`config.mk`:
```
export PLATFORM = sky130hd
export DESIGN_NAME = cbwc_ctrl
export DESIGN_NICKNAME = d
export VERILOG_FILES = /design/src/hw/rtl/cbwc_pkg.sv /design/src/hw/rtl/cbwc_ctrl.sv
export SDC_FILE = /design/constraint.sdc
export NUM_CORES = 1
export LEC_CHECK = 0
export BUFFER_PORTS_ARGS = -buffer_cell sky130_fd_sc_hd__buf_2
export CAP_MARGIN = 20
export CORE_ASPECT_RATIO = 0.75
export CORE_MARGIN = 2
export CORE_UTILIZATION = 49
export DETAILED_ROUTE_END_ITERATION = 12
export GPL_TIMING_DRIVEN = 1
export PLACE_DENSITY = 0.76
export SLEW_MARGIN = 20
export SYNTH_ARGS = -nofsm -noshare
export SYNTH_HDL_FRONTEND = slang
export SYNTH_SLANG_ARGS = --single-unit
```
`constraint.sdc`:
```
create_clock -name clk -period 1.8 [get_ports clk]
set_input_delay 0.18 -clock clk [delete_from_list [all_inputs] [get_ports clk]]
set_output_delay 0.18 -clock clk [all_outputs]
set_load 0.02 [all_outputs]
```
`src/hw/rtl/cbwc_pkg.sv`:
```
// shared constants, codes and the chain token type for the clock bitmap window counter
package cbwc_pkg;

  localparam int CELLS     = 4096;
  localparam int LANES     = 16;
  localparam int ROWS      = CELLS / LANES;
  localparam int IDX_W     = $clog2(CELLS);
  localparam int LANE_W    = $clog2(LANES);
  localparam int ROW_W     = $clog2(ROWS);
  localparam int CLK_W     = 16;
  localparam int AMT_W     = 24;
  localparam int BASE_W    = AMT_W - IDX_W;
  localparam int DEC_W     = BASE_W + 1;
  localparam int CNT_W     = 13;
  localparam int ZS_W      = $clog2(LANES + 1);
  localparam int FUNC_W    = 2;
  localparam int CFG_IDX_W = 1;

  localparam logic [FUNC_W-1:0] FUNC_INSERT = 2'd0;
  localparam logic [FUNC_W-1:0] FUNC_SWEEP  = 2'd1;
  localparam logic [FUNC_W-1:0] FUNC_QUERY  = 2'd2;

  localparam logic [CFG_IDX_W-1:0] REG_MAX_CLOCK    = 1'd0;
  localparam logic [CFG_IDX_W-1:0] REG_SWEEP_AMOUNT = 1'd1;

  typedef enum logic [1:0] {
    OP_CLEAR  = 2'd0,
    OP_INSERT = 2'd1,
    OP_SWEEP  = 2'd2,
    OP_QUERY  = 2'd3
  } op_t;

  // one row command travelling down the cell chain
  typedef struct packed {
    logic              vld;
    op_t               op;
    logic              last;
    logic [ROW_W-1:0]  row;
    logic [LANE_W-1:0] lane_sel;
    logic [CLK_W-1:0]  wdata;
    logic [BASE_W-1:0] base;
    logic [IDX_W-1:0]  extra;
    logic [IDX_W-1:0]  ptr;
    logic [ZS_W-1:0]   zsum;
  } tok_t;

endpackage

```
`src/hw/rtl/cbwc_ctrl.sv`:
```
// command sequencer: config registers, sweep pointer and row token issue
module cbwc_ctrl (
  input  logic                         clk,
  input  logic                         rst,
  input  logic                         in_valid,
  output logic                         in_stall,
  input  logic [cbwc_pkg::FUNC_W-1:0]  func,
  input  logic [cbwc_pkg::IDX_W-1:0]   cell_index,
  input  logic                         cfg_we,
  input  logic [cbwc_pkg::CFG_IDX_W-1:0] cfg_index,
  input  logic [cbwc_pkg::AMT_W-1:0]   cfg_data,
  input  logic                         result_taken,
  output cbwc_pkg::tok_t               tok
);
  import cbwc_pkg::*;

  typedef enum logic [3:0] {
    S_CLEAR = 4'b0001,
    S_IDLE  = 4'b0010,
    S_RUN   = 4'b0100,
    S_WAIT  = 4'b1000
  } state_t;

  state_t           state, state_next;
  logic [ROW_W-1:0] row_cnt, row_cnt_next;
  logic [CLK_W-1:0] max_clock;
  logic [AMT_W-1:0] sweep_amount;
  logic [IDX_W-1:0] sweep_pointer, sweep_pointer_next;
  tok_t             tok_next;
  logic             last_row;

  assign in_stall = (state != S_IDLE);
  assign last_row = (row_cnt == ROW_W'(ROWS - 1));

  always_comb begin
    state_next         = state;
    row_cnt_next       = row_cnt;
    sweep_pointer_next = sweep_pointer;
    tok_next           = tok;
    tok_next.vld       = 1'b0;
    tok_next.last      = 1'b0;
    tok_next.zsum      = '0;
    case (state)
      S_CLEAR: begin
        tok_next.vld  = 1'b1;
        tok_next.op   = OP_CLEAR;
        tok_next.row  = row_cnt;
        tok_next.last = last_row;
        row_cnt_next  = row_cnt + ROW_W'(1);
        if (last_row) begin
          state_next = S_IDLE;
        end
      end
      S_IDLE: begin
        if (in_valid) begin
          case (func)
            FUNC_INSERT: begin
              tok_next.vld      = 1'b1;
              tok_next.op       = OP_INSERT;
              tok_next.row      = cell_index[IDX_W-1:LANE_W];
              tok_next.lane_sel = cell_index[LANE_W-1:0];
              tok_next.wdata    = max_clock;
            end
            FUNC_SWEEP: begin
              tok_next.op        = OP_SWEEP;
              tok_next.base      = sweep_amount[AMT_W-1:IDX_W];
              tok_next.extra     = sweep_amount[IDX_W-1:0];
              tok_next.ptr       = sweep_pointer;
              sweep_pointer_next = sweep_pointer + sweep_amount[IDX_W-1:0];
              row_cnt_next       = '0;
              state_next         = S_RUN;
            end
            FUNC_QUERY: begin
              tok_next.op  = OP_QUERY;
              row_cnt_next = '0;
              state_next   = S_RUN;
            end
            default: begin
              // unused code, nothing to do
            end
          endcase
        end
      end
      S_RUN: begin
        tok_next.vld  = 1'b1;
        tok_next.row  = row_cnt;
        tok_next.last = last_row;
        row_cnt_next  = row_cnt + ROW_W'(1);
        if (last_row) begin
          state_next = (tok.op == OP_QUERY) ? S_WAIT : S_IDLE;
        end
      end
      S_WAIT: begin
        if (result_taken) begin
          state_next = S_IDLE;
        end
      end
      default: begin
        state_next = S_IDLE;
      end
    endcase
  end

  always_ff @(posedge clk) begin
    if (rst) begin
      state         <= S_CLEAR;
      row_cnt       <= '0;
      sweep_pointer <= '0;
      tok           <= '0;
    end else begin
      state         <= state_next;
      row_cnt       <= row_cnt_next;
      sweep_pointer <= sweep_pointer_next;
      tok           <= tok_next;
    end
  end

  always_ff @(posedge clk) begin
    if (rst) begin
      max_clock    <= '1;
      sweep_amount <= '0;
    end else if (cfg_we) begin
      case (cfg_index)
        REG_MAX_CLOCK:    max_clock    <= cfg_data[CLK_W-1:0];
        REG_SWEEP_AMOUNT: sweep_amount <= cfg_data;
        default: begin
        end
      endcase
    end
  end

endmodule

```
==> out/metrics.cfg <==
[status]
outcome=finished with violations
violations=setup timing

[timing]
setup_viol=4
period_share=1.08
final_max_slew_viol_count=0
final_hold_viol_count=0
clock_skew_ns=0.00879
tns_ns=-0.350
max_freq_mhz=514
rsz0062_at_grt=true
worst_slack_ns=-0.146
period_minus_slack_ns=1.95

[route]
dr.pass1.iters=5
wirelength_um=14600
drcViolationCount=0
avgRoutedWirePerCell_um=15.3
num_vias=5195
drtIter0Drc=361
ant_nets=0
via_per_inst=5.46

[placement]
portBuffers=112
place.gp.congestion=0.935
placed_area_mm2=0.00629
dp.cells=909
dpl.hpwl_um=10100

[grt]
grt_pass1_vias=4842
grt_pass1_wl_um=23200
grt_overflow=0
track_usage=0.242
grt_antenna_before_repair=0
grt_max_degree=47

[worst_setup_path]
critPathRequiredTime_ns=2.14
end_kind=flip-flop
path_max_fanout=3
slowest_delay_ns=0.34
worstPathArrival_ns=2.28
critPathLaunchType=flip-flop
slowest_stage=dfxtp_2
worst-setup-path-type=flip-flop to flip-flop
worstPathCellList=ha_4, fa_2, a21o_1, a221oi_4, buf_4, xnor2_2, nand2_1, a21oi_1
path_delay_family=compound AO/OA/AOI/OAI gates
critPathBufInv=1

[final_layout]
area_growth_pct=28.6
finalNonFillerCells=952
final_nets=859
fin_util=0.643
antenna_cells=0
drive_gt1_frac=0.250
design_area_mm2=0.00701

[yosys]
synth-async-reset-ratio=0
synthTopCellsByArea=dfxtp_1, nand2_1, a21oi_1, ha_1, mux2i_1
synth_top_area_share=0.485
synth-edff-count=0
syn_inst=666
seq_area_frac_synth=0.485
synth_cell_type_count=47
synth_most_common_cell=nand2_1
synth.avg_cell_area_um2=8.19
ys_top_cells_by_count=nand2_1, dfxtp_1, a21oi_1, clkbuf_1, nor2_1
synth_warnings=0
syn_area_mm2=0.00545
synth_ff_type=dfxtp_1
yosysTopAreaCell=dfxtp_1
ys_ff_latch=132

[clock_tree]
clkLatencyLatePin_ns=0.41
clock-root-buffer=clkbuf_16
cts_buffer_depth=2
cts.sinks=132
path_clk_slew_ns=0.06
cts_tree=done
cts_buffers=17
cts_max_level=4

[floorplanning]
die_h_um=95.4
rows=33
dieArea_mm2=0.0120
start_util=0.500
num_io_pins=118
die_w_um=126
core_mm2=0.0109

[worst_hold_path]
min_path_type=primary input to flip-flop

[pwr]
power_density_mw_per_mm2=977
peakVddDrop_mv=0.665
power.leakage_nw=2.92

[run]
max-cap-violations=0

final timing paths:
| path | startpoint | end | slack [ns] | cells after the start |
|---|---|---|---|---|
| setup / recovery | sweep_amount[0] | sweep_pointer[6] | -0.15 | 8 |
| hold / removal | cell_index[1] | tok[58] | 0.007 | 3 |
| setup reg to reg | sweep_amount[0] | sweep_pointer[6] | -0.15 | 8 |
| hold reg to reg | tok[15] | tok[15] | 0.45 | 2 |
power by group:
part | total, mW | internal [mW] | switching (mW)
combinational | 0.632 | 0.249 | 0.382
clock | 3.11 | 1.80 | 1.31
sequential | 3.11 | 3.03 | 0.0829
area by class of cell:
class / count / area, um2
fillers: 886 / 3890
multi-input cells: 484 / 2670
flip-flops and latches: 132 / 2650
repair buffers: 157 / 955
clock buffers: 18 / 439
well taps: 140 / 175
clock inverters: 14 / 103
inverters: 7 / 26.3
state kept, by name, summed over array words and instances (netlist names):
register,count
state,4
row_cnt,8
sweep_pointer,12
max_clock,16
sweep_amount,24
tok,68
tightest hold or removal path: stages:
cell	delay, ns
buf_2	0.10
nand2_1	0.04
a21oi_1	0.05
cells by family after synthesis:
group / after synthesis / synth area share
simple gates: 289 / 0.229
compound gates: 150 / 0.160
flops: 132 / 0.485
buf+inv: 54 / 0.0452
mux: 17 / 0.0314
fa+ha+maj: 16 / 0.0381
xor+xnor: 7 / 0.0112
other cells: 1 / 0.000688
timing repair:
action | 4_1_cts | 5_1_grt
endpoints found under the hold margin | 4 | 1
hold buffers | 4 | 1
pin swaps | 4 | 2
resized for setup | 7 | 11
setup endpoints to repair | 5 | 10
setup buffers | 2 | 4
cells in the final DEF, fill, tap and decap left out, types with 7 or more instances in the layout:
| master | instances |
|---|---|
| a21oi_1 | 99 |
| nand2_1 | 212 |
| mux2i_1 | 16 |
| buf_4 | 37 |
| o211ai_1 | 7 |
| nor2_1 | 20 |
| ha_1 | 12 |
| buf_2 | 111 |
| nand3_1 | 19 |
| clkbuf_16 | 17 |
| dfxtp_1 | 128 |
| a311oi_1 | 8 |
routing by layer:
metal | global-route usage | up-vias | part of all wire
met5 | 0 | - | 0
met1 | 0.308 | 2447 | 0.44
met4 | 0.0962 | 0 | 0.025
met3 | 0.0668 | 32 | 0.063
li1 | - | 2532 | -
met2 | 0.395 | 184 | 0.47
through the flow:
step | power [mW] | hold WS, ns | setup WS (ns)
5_1_grt | 7.13 | 0.0134 | -0.141
3_5_place_dp | 3.78 | 0.428 | -0.0985
2_1_floorplan | 3.55 | 0.308 | 0.0173
6_report | 6.85 | 0.00663 | -0.146
3_3_place_gp | 3.75 | 0.417 | -0.0374
4_1_cts | 6.90 | 0.000646 | -0.0259
No activity file was read; power rests on OpenSTA's default activity.
